**config.mk**
```make
export PLATFORM = sky130hd
export DESIGN_NAME = encoder_vfo_tuner_civ_framer_core
export DESIGN_NICKNAME = d
export VERILOG_FILES = /design/src/design/evfc_pkg.sv /design/src/design/evfc_front.sv /design/src/design/evfc_queue.sv /design/src/design/evfc_back.sv /design/src/design/encoder_vfo_tuner_civ_framer_core.sv
export SDC_FILE = /design/constraint.sdc
export NUM_CORES = 1
export LEC_CHECK = 0
export ABC_AREA = 1
export BUFFER_PORTS_ARGS = -buffer_cell sky130_fd_sc_hd__buf_4
export CAP_MARGIN = 20
export CORE_MARGIN = 4
export CORE_UTILIZATION = 60
export DETAILED_ROUTE_END_ITERATION = 12
export GPL_ROUTABILITY_DRIVEN = 0
export GPL_TIMING_DRIVEN = 0
export HOLD_SLACK_MARGIN = 0.06
export MAX_ROUTING_LAYER = met4
export PLACE_DENSITY = 0.78
export SYNTH_ARGS = -nofsm -noshare
export SYNTH_HDL_FRONTEND = slang
export SYNTH_HIERARCHICAL = 1
export SYNTH_SLANG_ARGS = --single-unit
```
**constraint.sdc**
```tcl
create_clock -name clock -period 13 [get_ports clock]
set_input_delay 1.95 -clock clock [delete_from_list [all_inputs] [get_ports clock]]
set_output_delay 1.95 -clock clock [all_outputs]
set_load 0.03 [all_outputs]
```
**src/design/evfc_pkg.sv**
```systemverilog
package evfc_pkg;

   localparam int FREQ_W       = 25;
   localparam int BCD_DIGITS   = 10;
   localparam int BCD_W        = 4 * BCD_DIGITS;
   localparam int STEP_W       = 8;
   localparam int PULSE_W      = 16;
   localparam int STEP_LEVELS  = 10;
   localparam int IDX_W        = $clog2(STEP_LEVELS);
   localparam int CNT_W        = $clog2(BCD_DIGITS);
   // Decimal digits needed for a 25-bit value.
   localparam int FREQ_DIGITS  = 8;
   localparam int DABBLE_STEPS = 5;
   localparam int CONV_CYCLES  = FREQ_W / DABBLE_STEPS;
   localparam int DABBLE_W     = 4 * FREQ_DIGITS + FREQ_W;
   localparam int BYTE_IDX_W   = 4;
   localparam int CSR_ADDR_W   = 5;
   localparam int CSR_DATA_W   = 32;

   localparam logic [FREQ_W-1:0] FREQ_SAT = {FREQ_W{1'b1}};

   // Input item type codes.
   localparam logic [2:0] REQ_RIGHT  = 3'd0;
   localparam logic [2:0] REQ_LEFT   = 3'd1;
   localparam logic [2:0] REQ_TICK   = 3'd2;
   localparam logic [2:0] REQ_LOAD   = 3'd3;
   localparam logic [2:0] REQ_RESYNC = 3'd4;

   // Register indexes on the configuration port.
   localparam logic [2:0] CSR_RADIO_ADDR = 3'd0;
   localparam logic [2:0] CSR_CTRL_ADDR  = 3'd1;
   localparam logic [2:0] CSR_FREQ_MIN   = 3'd2;
   localparam logic [2:0] CSR_FREQ_MAX   = 3'd3;
   localparam logic [2:0] CSR_PPL        = 3'd4;

   localparam logic [7:0]        RADIO_ADDR_RST = 8'h70;
   localparam logic [7:0]        CTRL_ADDR_RST  = 8'hE0;
   localparam logic [FREQ_W-1:0] FREQ_MIN_RST   = 25'd500000;
   localparam logic [FREQ_W-1:0] FREQ_MAX_RST   = 25'd30000000;
   localparam logic [PULSE_W-1:0] PPL_RST       = 16'd60;

   // Frame bytes.
   localparam logic [7:0] FRM_PREAMBLE = 8'hFE;
   localparam logic [7:0] FRM_CMD_FREQ = 8'h05;
   localparam logic [7:0] FRM_END      = 8'hFD;

   localparam logic [BYTE_IDX_W-1:0] POS_PRE0  = 4'd0;
   localparam logic [BYTE_IDX_W-1:0] POS_PRE1  = 4'd1;
   localparam logic [BYTE_IDX_W-1:0] POS_RADIO = 4'd2;
   localparam logic [BYTE_IDX_W-1:0] POS_CTRL  = 4'd3;
   localparam logic [BYTE_IDX_W-1:0] POS_CMD   = 4'd4;
   localparam logic [BYTE_IDX_W-1:0] POS_FRQ0  = 4'd5;
   localparam logic [BYTE_IDX_W-1:0] POS_FRQ1  = 4'd6;
   localparam logic [BYTE_IDX_W-1:0] POS_FRQ2  = 4'd7;
   localparam logic [BYTE_IDX_W-1:0] POS_FRQ3  = 4'd8;
   localparam logic [BYTE_IDX_W-1:0] POS_FRQ4  = 4'd9;
   localparam logic [BYTE_IDX_W-1:0] POS_END   = 4'd10;

   localparam logic [STEP_W-1:0] STEP_TABLE [16] = '{
      8'd1, 8'd1, 8'd2, 8'd3, 8'd4, 8'd5, 8'd8, 8'd16,
      8'd64, 8'd255, 8'd255, 8'd255, 8'd255, 8'd255, 8'd255, 8'd255
   };

   typedef enum logic [2:0] {
      OP_RIGHT,
      OP_LEFT,
      OP_TICK,
      OP_LOAD,
      OP_BAD_LOAD,
      OP_RESYNC
   } op_type;

   typedef struct packed {
      op_type           op;
      logic [BCD_W-1:0] bcd;
   } cmd_type;

   typedef struct packed {
      logic [7:0]         radio_addr;
      logic [7:0]         ctrl_addr;
      logic [FREQ_W-1:0]  freq_min;
      logic [FREQ_W-1:0]  freq_max;
      logic [PULSE_W-1:0] pulses_per_level;
   } cfg_type;

endpackage

```
**src/design/evfc_front.sv**
```systemverilog
module evfc_front (
   input  logic                         req_valid,
   output logic                         req_ready,
   input  logic [2:0]                   req_type,
   input  logic [evfc_pkg::BCD_W-1:0]   req_bcd_freq,
   input  logic                         q_full,
   output logic                         push,
   output evfc_pkg::cmd_type            push_cmd
);

   logic digit_bad;
   logic known;

   always_comb begin
      digit_bad = 1'b0;
      for (int d = 0; d < evfc_pkg::BCD_DIGITS; d++) begin
         if (req_bcd_freq[4*d +: 4] > 4'd9) begin
            digit_bad = 1'b1;
         end
      end
   end

   always_comb begin
      known        = 1'b1;
      push_cmd.bcd = req_bcd_freq;
      push_cmd.op  = evfc_pkg::OP_RESYNC;
      unique case (req_type)
         evfc_pkg::REQ_RIGHT:  push_cmd.op = evfc_pkg::OP_RIGHT;
         evfc_pkg::REQ_LEFT:   push_cmd.op = evfc_pkg::OP_LEFT;
         evfc_pkg::REQ_TICK:   push_cmd.op = evfc_pkg::OP_TICK;
         evfc_pkg::REQ_LOAD: begin
            // A zero value is rejected like a bad digit.
            if (digit_bad || req_bcd_freq == '0) begin
               push_cmd.op = evfc_pkg::OP_BAD_LOAD;
            end else begin
               push_cmd.op = evfc_pkg::OP_LOAD;
            end
         end
         evfc_pkg::REQ_RESYNC: push_cmd.op = evfc_pkg::OP_RESYNC;
         default:              known = 1'b0;
      endcase
   end

   // Unknown item types are taken and dropped here.
   assign req_ready = !q_full;
   assign push      = req_valid && req_ready && known;

endmodule

```
**src/design/evfc_queue.sv**
```systemverilog
module evfc_queue (
   input  logic              clock,
   input  logic              reset,
   input  logic              push,
   input  evfc_pkg::cmd_type push_cmd,
   output logic              full,
   input  logic              pop,
   output logic              q_valid,
   output evfc_pkg::cmd_type q_cmd
);

   evfc_pkg::cmd_type entry_ff [2];
   logic              wr_ptr_ff, wr_ptr_in;
   logic              rd_ptr_ff, rd_ptr_in;
   logic [1:0]        count_ff, count_in;
   logic              do_push, do_pop;

   assign full    = (count_ff == 2'd2);
   assign q_valid = (count_ff != 2'd0);
   assign q_cmd   = entry_ff[rd_ptr_ff];
   assign do_push = push && !full;
   assign do_pop  = pop && q_valid;

   always_comb begin
      wr_ptr_in = wr_ptr_ff ^ do_push;
      rd_ptr_in = rd_ptr_ff ^ do_pop;
      count_in  = count_ff + {1'b0, do_push} - {1'b0, do_pop};
   end

   always_ff @(posedge clock) begin
      if (reset) begin
         wr_ptr_ff <= 1'b0;
         rd_ptr_ff <= 1'b0;
         count_ff  <= 2'd0;
      end else begin
         wr_ptr_ff <= wr_ptr_in;
         rd_ptr_ff <= rd_ptr_in;
         count_ff  <= count_in;
      end
   end

   always_ff @(posedge clock) begin
      if (do_push) begin
         entry_ff[wr_ptr_ff] <= push_cmd;
      end
   end

endmodule

```
**src/design/evfc_back.sv**
```systemverilog
module evfc_back (
   input  logic                  clock,
   input  logic                  reset,
   input  evfc_pkg::cfg_type     cfg,
   input  logic                  q_valid,
   input  evfc_pkg::cmd_type     q_cmd,
   output logic                  pop,
   output logic                  rsp_valid,
   input  logic                  rsp_ready,
   output logic [7:0]            rsp_frame_byte,
   output logic                  rsp_load_error,
   output logic                  rsp_last_byte
);

   typedef enum logic [6:0] {
      ST_IDLE  = 7'b0000001,
      ST_DIV   = 7'b0000010,
      ST_LOAD  = 7'b0000100,
      ST_CLAMP = 7'b0001000,
      ST_CONV  = 7'b0010000,
      ST_CMP   = 7'b0100000,
      ST_EMIT  = 7'b1000000
   } state_type;

   localparam int FW = evfc_pkg::FREQ_W;
   localparam int PW = evfc_pkg::PULSE_W;
   localparam int DW = 4 * evfc_pkg::FREQ_DIGITS;

   localparam logic [evfc_pkg::IDX_W-1:0] IDX_MAX =
      evfc_pkg::IDX_W'(evfc_pkg::STEP_LEVELS - 1);

   state_type                          state_ff, state_in;
   logic [FW-1:0]                      raw_ff, raw_in;
   logic [evfc_pkg::STEP_W-1:0]        step_ff, step_in;
   logic [PW-1:0]                      pulse_ff, pulse_in;
   logic                               synced_ff, synced_in;
   logic [DW-1:0]                      last_sent_ff, last_sent_in;
   logic [evfc_pkg::BCD_W-1:0]         bcd_ff, bcd_in;
   logic [evfc_pkg::CNT_W-1:0]         cnt_ff, cnt_in;
   logic [PW-1:0]                      rem_ff, rem_in;
   logic [evfc_pkg::IDX_W-1:0]         idx_ff, idx_in;
   logic [FW-1:0]                      acc_ff, acc_in;
   logic                               sat_ff, sat_in;
   logic [FW-1:0]                      shift_ff, shift_in;
   logic [DW-1:0]                      dig_ff, dig_in;
   logic [evfc_pkg::BYTE_IDX_W-1:0]    byte_idx_ff, byte_idx_in;
   logic                               err_ff, err_in;
   logic                               rsp_valid_ff, rsp_valid_in;
   logic [7:0]                         rsp_byte_ff, rsp_byte_in;
   logic                               rsp_err_ff, rsp_err_in;
   logic                               rsp_last_ff, rsp_last_in;

   logic [FW:0]                        sum;
   logic [PW-1:0]                      divisor;
   logic [FW+3:0]                      acc_next;
   logic [FW-1:0]                      clamped;
   logic [DW-1:0]                      rounded;
   logic [evfc_pkg::DABBLE_W-1:0]      dabble;
   logic [7:0]                         frame_byte;
   logic                               out_free;
   logic                               byte_last;

   // Shift-and-add-3 binary to BCD, several bits per cycle.
   always_comb begin
      dabble = {dig_ff, shift_ff};
      for (int s = 0; s < evfc_pkg::DABBLE_STEPS; s++) begin
         for (int d = 0; d < evfc_pkg::FREQ_DIGITS; d++) begin
            if (dabble[FW + 4*d +: 4] >= 4'd5) begin
               dabble[FW + 4*d +: 4] = dabble[FW + 4*d +: 4] + 4'd3;
            end
         end
         dabble = dabble << 1;
      end
   end

   always_comb begin
      sum      = {1'b0, raw_ff} + {{(FW + 1 - evfc_pkg::STEP_W){1'b0}}, step_ff};
      divisor  = (cfg.pulses_per_level == '0) ? PW'(1) : cfg.pulses_per_level;
      acc_next = ({4'b0, acc_ff} << 3) + ({4'b0, acc_ff} << 1)
               + {{FW{1'b0}}, bcd_ff[evfc_pkg::BCD_W-1 -: 4]};
      if (raw_ff < cfg.freq_min) begin
         clamped = cfg.freq_min;
      end else if (raw_ff > cfg.freq_max) begin
         clamped = cfg.freq_max;
      end else begin
         clamped = raw_ff;
      end
      // Rounding down to 10 Hz clears the lowest decimal digit.
      rounded = {dig_ff[DW-1:4], 4'h0};
   end

   always_comb begin
      frame_byte = evfc_pkg::FRM_END;
      case (byte_idx_ff)
         evfc_pkg::POS_PRE0:  frame_byte = evfc_pkg::FRM_PREAMBLE;
         evfc_pkg::POS_PRE1:  frame_byte = evfc_pkg::FRM_PREAMBLE;
         evfc_pkg::POS_RADIO: frame_byte = cfg.radio_addr;
         evfc_pkg::POS_CTRL:  frame_byte = cfg.ctrl_addr;
         evfc_pkg::POS_CMD:   frame_byte = evfc_pkg::FRM_CMD_FREQ;
         evfc_pkg::POS_FRQ0:  frame_byte = last_sent_ff[7:0];
         evfc_pkg::POS_FRQ1:  frame_byte = last_sent_ff[15:8];
         evfc_pkg::POS_FRQ2:  frame_byte = last_sent_ff[23:16];
         evfc_pkg::POS_FRQ3:  frame_byte = last_sent_ff[31:24];
         evfc_pkg::POS_FRQ4:  frame_byte = 8'h00;
         default:             frame_byte = evfc_pkg::FRM_END;
      endcase
   end

   assign out_free  = !rsp_valid_ff || rsp_ready;
   assign byte_last = err_ff || (byte_idx_ff == evfc_pkg::POS_END);

   always_comb begin
      state_in     = state_ff;
      raw_in       = raw_ff;
      step_in      = step_ff;
      pulse_in     = pulse_ff;
      synced_in    = synced_ff;
      last_sent_in = last_sent_ff;
      bcd_in       = bcd_ff;
      cnt_in       = cnt_ff;
      rem_in       = rem_ff;
      idx_in       = idx_ff;
      acc_in       = acc_ff;
      sat_in       = sat_ff;
      shift_in     = shift_ff;
      dig_in       = dig_ff;
      byte_idx_in  = byte_idx_ff;
      err_in       = err_ff;
      rsp_valid_in = rsp_valid_ff && !rsp_ready;
      rsp_byte_in  = rsp_byte_ff;
      rsp_err_in   = rsp_err_ff;
      rsp_last_in  = rsp_last_ff;
      pop          = 1'b0;

      unique case (state_ff)
         ST_IDLE: begin
            if (q_valid) begin
               pop = 1'b1;
               unique case (q_cmd.op)
                  evfc_pkg::OP_RIGHT: begin
                     if (pulse_ff != '1) pulse_in = pulse_ff + PW'(1);
                     raw_in   = sum[FW] ? evfc_pkg::FREQ_SAT : sum[FW-1:0];
                     state_in = ST_CLAMP;
                  end
                  evfc_pkg::OP_LEFT: begin
                     if (pulse_ff != '1) pulse_in = pulse_ff + PW'(1);
                     raw_in   = (raw_ff < FW'(step_ff)) ? '0 : raw_ff - FW'(step_ff);
                     state_in = ST_CLAMP;
                  end
                  evfc_pkg::OP_TICK: begin
                     rem_in   = pulse_ff;
                     idx_in   = '0;
                     state_in = ST_DIV;
                  end
                  evfc_pkg::OP_LOAD: begin
                     bcd_in   = q_cmd.bcd;
                     acc_in   = '0;
                     sat_in   = 1'b0;
                     cnt_in   = '0;
                     state_in = ST_LOAD;
                  end
                  evfc_pkg::OP_BAD_LOAD: begin
                     err_in      = 1'b1;
                     byte_idx_in = '0;
                     state_in    = ST_EMIT;
                  end
                  evfc_pkg::OP_RESYNC: begin
                     // Not synced afterwards, so nothing more to do.
                     synced_in = 1'b0;
                  end
                  default: ;
               endcase
            end
         end
         ST_DIV: begin
            // Repeated subtraction, capped at the top table level.
            if (idx_ff < IDX_MAX && rem_ff >= divisor) begin
               rem_in = rem_ff - divisor;
               idx_in = idx_ff + evfc_pkg::IDX_W'(1);
            end else begin
               step_in  = evfc_pkg::STEP_TABLE[4'(idx_ff)];
               pulse_in = '0;
               state_in = ST_CLAMP;
            end
         end
         ST_LOAD: begin
            acc_in = acc_next[FW-1:0];
            sat_in = sat_ff || (acc_next > {4'b0, evfc_pkg::FREQ_SAT});
            bcd_in = bcd_ff << 4;
            cnt_in = cnt_ff + evfc_pkg::CNT_W'(1);
            if (cnt_ff == evfc_pkg::CNT_W'(evfc_pkg::BCD_DIGITS - 1)) begin
               raw_in    = sat_in ? evfc_pkg::FREQ_SAT : acc_next[FW-1:0];
               synced_in = 1'b1;
               state_in  = ST_CLAMP;
            end
         end
         ST_CLAMP: begin
            if (!synced_ff) begin
               state_in = ST_IDLE;
            end else begin
               raw_in   = clamped;
               shift_in = clamped;
               dig_in   = '0;
               cnt_in   = '0;
               state_in = ST_CONV;
            end
         end
         ST_CONV: begin
            dig_in   = dabble[evfc_pkg::DABBLE_W-1 -: DW];
            shift_in = dabble[FW-1:0];
            cnt_in   = cnt_ff + evfc_pkg::CNT_W'(1);
            if (cnt_ff == evfc_pkg::CNT_W'(evfc_pkg::CONV_CYCLES - 1)) begin
               state_in = ST_CMP;
            end
         end
         ST_CMP: begin
            if (rounded == last_sent_ff) begin
               state_in = ST_IDLE;
            end else begin
               last_sent_in = rounded;
               err_in       = 1'b0;
               byte_idx_in  = '0;
               state_in     = ST_EMIT;
            end
         end
         ST_EMIT: begin
            if (out_free) begin
               rsp_valid_in = 1'b1;
               rsp_byte_in  = err_ff ? 8'h00 : frame_byte;
               rsp_err_in   = err_ff;
               rsp_last_in  = byte_last;
               byte_idx_in  = byte_idx_ff + evfc_pkg::BYTE_IDX_W'(1);
               if (byte_last) begin
                  state_in = ST_IDLE;
               end
            end
         end
         default: state_in = ST_IDLE;
      endcase
   end

   always_ff @(posedge clock) begin
      if (reset) begin
         state_ff     <= ST_IDLE;
         raw_ff       <= '0;
         step_ff      <= '0;
         pulse_ff     <= '0;
         synced_ff    <= 1'b0;
         last_sent_ff <= '0;
         rsp_valid_ff <= 1'b0;
      end else begin
         state_ff     <= state_in;
         raw_ff       <= raw_in;
         step_ff      <= step_in;
         pulse_ff     <= pulse_in;
         synced_ff    <= synced_in;
         last_sent_ff <= last_sent_in;
         rsp_valid_ff <= rsp_valid_in;
      end
   end

   always_ff @(posedge clock) begin
      bcd_ff      <= bcd_in;
      cnt_ff      <= cnt_in;
      rem_ff      <= rem_in;
      idx_ff      <= idx_in;
      acc_ff      <= acc_in;
      sat_ff      <= sat_in;
      shift_ff    <= shift_in;
      dig_ff      <= dig_in;
      byte_idx_ff <= byte_idx_in;
      err_ff      <= err_in;
      rsp_byte_ff <= rsp_byte_in;
      rsp_err_ff  <= rsp_err_in;
      rsp_last_ff <= rsp_last_in;
   end

   assign rsp_valid      = rsp_valid_ff;
   assign rsp_frame_byte = rsp_byte_ff;
   assign rsp_load_error = rsp_err_ff;
   assign rsp_last_byte  = rsp_last_ff;

endmodule

```
**src/design/encoder_vfo_tuner_civ_framer_core.sv**
```systemverilog
// Encoder tuner with CI-V framing. The request side takes one item per clock while its
// two-entry queue has room; once two items wait behind a busy execution side it stalls.
// The execution side works one item at a time: a pulse is updated, clamped, converted
// from binary to BCD and compared; a tick first runs the step-level search by repeated
// subtraction, and a load first runs its digit-serial BCD decode.
// A changed frequency then sends its 11-byte frame at one byte per cycle from the
// output register while the receiver takes each byte; a rejected load returns its single
// error item instead. Configuration registers sit at byte addresses 0, 4, 8, 12 and 16
// and should only be written while idle.
module encoder_vfo_tuner_civ_framer_core (
   input  logic                                 clock,
   input  logic                                 reset,
   input  logic                                 req_valid,
   output logic                                 req_ready,
   input  logic [2:0]                           req_type,
   input  logic [evfc_pkg::BCD_W-1:0]           req_bcd_freq,
   output logic                                 rsp_valid,
   input  logic                                 rsp_ready,
   output logic [7:0]                           rsp_frame_byte,
   output logic                                 rsp_load_error,
   output logic                                 rsp_last_byte,
   input  logic                                 csr_psel,
   input  logic                                 csr_penable,
   input  logic                                 csr_pwrite,
   input  logic [evfc_pkg::CSR_ADDR_W-1:0]      csr_paddr,
   input  logic [evfc_pkg::CSR_DATA_W-1:0]      csr_pwdata,
   output logic [evfc_pkg::CSR_DATA_W-1:0]      csr_prdata,
   output logic                                 csr_pready
);

   localparam int DW = evfc_pkg::CSR_DATA_W;

   evfc_pkg::cfg_type cfg_ff, cfg_in;
   evfc_pkg::cmd_type push_cmd;
   evfc_pkg::cmd_type q_cmd;
   logic              push, q_full, q_valid, pop;
   logic              csr_write;
   logic [2:0]        csr_index;

   assign csr_pready = 1'b1;
   assign csr_write  = csr_psel && csr_penable && csr_pwrite && csr_pready;
   assign csr_index  = csr_paddr[4:2];

   always_comb begin
      cfg_in = cfg_ff;
      if (csr_write) begin
         unique case (csr_index)
            evfc_pkg::CSR_RADIO_ADDR: cfg_in.radio_addr = csr_pwdata[7:0];
            evfc_pkg::CSR_CTRL_ADDR:  cfg_in.ctrl_addr  = csr_pwdata[7:0];
            evfc_pkg::CSR_FREQ_MIN:   cfg_in.freq_min   = csr_pwdata[evfc_pkg::FREQ_W-1:0];
            evfc_pkg::CSR_FREQ_MAX:   cfg_in.freq_max   = csr_pwdata[evfc_pkg::FREQ_W-1:0];
            evfc_pkg::CSR_PPL:
               cfg_in.pulses_per_level = csr_pwdata[evfc_pkg::PULSE_W-1:0];
            default: ;
         endcase
      end
   end

   always_comb begin
      csr_prdata = '0;
      unique case (csr_index)
         evfc_pkg::CSR_RADIO_ADDR: csr_prdata = DW'(cfg_ff.radio_addr);
         evfc_pkg::CSR_CTRL_ADDR:  csr_prdata = DW'(cfg_ff.ctrl_addr);
         evfc_pkg::CSR_FREQ_MIN:   csr_prdata = DW'(cfg_ff.freq_min);
         evfc_pkg::CSR_FREQ_MAX:   csr_prdata = DW'(cfg_ff.freq_max);
         evfc_pkg::CSR_PPL:        csr_prdata = DW'(cfg_ff.pulses_per_level);
         default:                  csr_prdata = '0;
      endcase
   end

   always_ff @(posedge clock) begin
      if (reset) begin
         cfg_ff.radio_addr       <= evfc_pkg::RADIO_ADDR_RST;
         cfg_ff.ctrl_addr        <= evfc_pkg::CTRL_ADDR_RST;
         cfg_ff.freq_min         <= evfc_pkg::FREQ_MIN_RST;
         cfg_ff.freq_max         <= evfc_pkg::FREQ_MAX_RST;
         cfg_ff.pulses_per_level <= evfc_pkg::PPL_RST;
      end else begin
         cfg_ff <= cfg_in;
      end
   end

   evfc_front u_front (
      .req_valid    (req_valid),
      .req_ready    (req_ready),
      .req_type     (req_type),
      .req_bcd_freq (req_bcd_freq),
      .q_full       (q_full),
      .push         (push),
      .push_cmd     (push_cmd)
   );

   evfc_queue u_queue (
      .clock    (clock),
      .reset    (reset),
      .push     (push),
      .push_cmd (push_cmd),
      .full     (q_full),
      .pop      (pop),
      .q_valid  (q_valid),
      .q_cmd    (q_cmd)
   );

   evfc_back u_back (
      .clock          (clock),
      .reset          (reset),
      .cfg            (cfg_ff),
      .q_valid        (q_valid),
      .q_cmd          (q_cmd),
      .pop            (pop),
      .rsp_valid      (rsp_valid),
      .rsp_ready      (rsp_ready),
      .rsp_frame_byte (rsp_frame_byte),
      .rsp_load_error (rsp_load_error),
      .rsp_last_byte  (rsp_last_byte)
   );

endmodule

```
==> summary.md <==
| Metric | Value |
|---|---|
| Fmax | about 190 MHz |
| Yosys top cell by area | edfxtp_1 |
| Max-slew violations | 0 |
| Critical-path maximum fanout | 10 |
| Final setup TNS | 0 ps |
| Cells after DPL | ~4,800 |
| Initial Util | 0.610 |
| Hold Path Class | register to register |
| CP Class | input pin to primary output |
| CTS Root Cell | clkbuf_16 |
| IO Pins | between 100 and 150 |
| NumNets Final | roughly 4,500 |
| Largest net degree at the start of global routing | 67 |
| Max_cap viols | 0 |
| Vias in the first global route | 25,900 |
| Drt wl/cell | approximately 17 um |
| Synth top area cells | edfxtp_1 25%, nand2_1 13%, dfxtp_1 11% |
| Post-DP HPWL | about 63,000 um |
| DIE WIDTH | between 200 and 250 um |
| Max IR drop VDD | 138 uV |
| Reg clk slew, reported paths | 60 ps |
| Post-synth EDFFs | about 250 |
| Top Family by Delay on Critical Path | buffers and inverters |
| Async set-reset flop share out of synthesis | 0 |
| Die H | between 200 and 250 um |
| Antenna violations before repair | 0 |
| DR pass1 iterations | 6 |
| Syn Inst Count | approximately 4,000 |
| CP bufs+invs | 5 |
| DIE AREA | around 54,000 um^2 |
| Switch Pwr | 2.59 mW |
| Flop pwr share | 0.283 |
| # rows | a little over 80 |
| GRT Overall Usage | 0.307 |
| Final WL | just over 80,000 um |
| Req. time, crit path | around 11,000 ps |
| Via/cell ratio | between 5 and 6 |
| Layout area overhead | 11.2% |
| Vias | between 20,000 and 30,000 |
| Core ar. | a little under 50,000 um^2 |
| CP startpoint kind | input pin |
| Register area share after synthesis | 0.362 |
| # hold bufs at CTS | 0 |
| Clock power share | 0.220 |
| CTS max path bufs | 3 |
| Synth Cell Area | ~30,000 um^2 |
| RSZ-0062 raised after global routing | false |
| Clock sinks | roughly 420 |
| Gr ovfl total | 0 |
| Port bufs | 114 |
| Final setup margin | roughly 7600 ps |
| Critical Path Sink Type | primary output |
| Worst-margin pin slew | between 900 and 1000 ps |
| Combinational power share | 0.497 |
| Pint | about 3.3 mW |
| CP Cell Sequence | buf_4 > inv_2 > nand3_1 > inv_2 > clkbuf_1 > nand2_1 > nand2_1 > buf_4 |
| # H-tree levels | 2 |
| Count of different cell masters after synthesis | 71 |
| DP Worst Slack | 7700 ps |
| Rel. slew slack | 0.354 |
| Sw frac | 0.437 |
| Layout cells sized above 1 | 0.121 |
| DR iter-0 viols | between 2,000 and 3,000 |
| Skew final | approximately 25 ps |
| Ant diodes | 0 |
| Final hold vios | 0 |
| Min cycle time layout | 5380 ps |
| Leak | around 16 nW |
| Number of remaining DRC errors | 0 |
| Yosys warning total | 6 |
| Post-Syn Area per Cell | between 7 and 8 um^2 |
| Area share of the largest cell type after synthesis | 0.248 |
| Fillers | approximately 4,200 |
| Setup-failing EPs final | 0 |
| Synthesized flop and latch total | between 400 and 500 |
| Non-filler instance count after layout | between 4,000 and 5,000 |
| Clk_lat worst skew | 590 ps |
| Ys flop type | edfxtp_1 |
| First-pass GRT wire length | roughly 130,000 um |
| PwrDens | approximately 180 nW/um^2 |
| Post-CTS resize count | 0 |
| Crit-path max cell delay | approximately 450 ps |
| TritonCTS clock tree | done |
| Slowest CP cell | clkbuf_1 |
| Status | finished clean |
| Final Cycle Share | 0.413 |
| CP arrival | 3430 ps |
| CTS buffer count | 46 |
| Setup Buffers After CTS | 0 |
| Routed Antenna Nets | 0 |
[per-stage QoR]
step | area [um^2] | hold slack (ps) | utilization | power [mW]
final | 33400 | 466 | 0.678 | 5.93
after global placement | 31700 | 430 | 0.645 | 4.49
after floorplan | 30100 | 424 | - | 3.93
after global routing | 33400 | 479 | 0.678 | 6.38
after CTS | 33400 | 464 | 0.678 | 5.90
after detailed placement | 31900 | 450 | 0.647 | 4.57
[metal layers]
metal  vias up  global-route usage  routed length [um]
met3       282              0.0402                6460
met5         -                   -                   0
met1     12500               0.378               32900
li1      13600                   -                   -
met2      1098               0.507               38500
met4         0               0.138                4320
[cells in the final DEF, fill, tap and decap left out, types with 56 or more instances in the layout]
master / count
clkbuf_1: 74
xor2_1: 56
inv_1: 494
ha_1: 207
nand3_1: 356
a21oi_1: 177
nand2_1: 1017
nor2_1: 409
buf_4: 171
edfxtp_1: 248
dfxtp_1: 171
o21ai_0: 177
[cell usage after synthesis (38+ instances only)]
library cell  instances
nand2_1            1018
dfxtp_1             171
nand4_1              52
buf_4                56
a21oi_1             177
nor3_1               40
clkbuf_1             68
o21ai_0             178
ha_1                209
nor2_1              409
inv_1               495
nand2_2              49
xor2_1               56
nand3_1             356
edfxtp_1            248
mux2_4               38
[cell families (layout without fill, tap and decap cells)]
| family | Yosys count | in the layout | synth area share |
|---|---|---|---|
| AND/OR/NAND/NOR | 2054 | 2054 | 0.302 |
| buffers and inverters | 695 | 901 | 0.0981 |
| AO/OA/AOI/OAI | 508 | 508 | 0.0972 |
| flip-flops | 419 | 419 | 0.362 |
| adder cells (fa/ha/maj) | 214 | 214 | 0.0904 |
| XOR/XNOR | 93 | 93 | 0.0299 |
| multiplexers | 43 | 43 | 0.0209 |
| other | 2 | 8 | 0.000250 |
[power by group through the flow]
stage	logic [mW]	registers, mW	clock network, mW
after global routing	3.31	1.69	1.38
after global placement	2.79	1.70	0
after CTS	2.90	1.67	1.33
final	2.95	1.68	1.31
after detailed placement	2.87	1.70	0
after floorplan	2.26	1.67	0
[worst reg2reg max path, delay by kind of cell, from the launching register on]
| kind | cells | cell delay [ps] |
|---|---|---|
| buffers and inverters | 6 | 440 |
| xor gates and xnor gates | 4 | 1040 |
| DFF | 1 | 470 |
| adders and majority gates | 5 | 1060 |
| AOI/OAI and AO/OA | 4 | 660 |
| and+or+nand+nor | 10 | 1090 |
[cell type report]
cell class                 instances  area, um^2  share of cell area
multi-input combinational       2920       16300               0.487
sequential                       419       10900               0.325
inverter                         528        1980              0.0593
clock buffer                      59        1300              0.0390
timing repair buffer             122         972              0.0291
buffer                           167         965              0.0289
tap                              664         831              0.0249
clock inverter                    25         211             0.00633
[state kept, by name, summed over array words and instances (netlist names), 25 cells and up]
name	cells
u_back/bcd_ff	40
u_queue/entry_ff	86
u_back/acc_ff	25
cfg_ff	82
u_back/shift_ff	25
u_back/dig_ff	32
u_back/raw_ff	25
u_back/last_sent_ff	28
[path summary, 6_finish.rpt]
check / slack (ps) / startpoint / end / cells past startpoint
min: 470 / u_back/err_ff / u_back/rsp_load_error / 0
max: 7620 / csr_paddr[4] / csr_prdata[21] / 8
min reg2reg: 470 / u_back/err_ff / u_back/rsp_load_error / 0
max reg2reg: 8060 / u_back/dig_ff[28] / u_back/dig_ff[30] / 29
(Power assumes the default switching activity.)
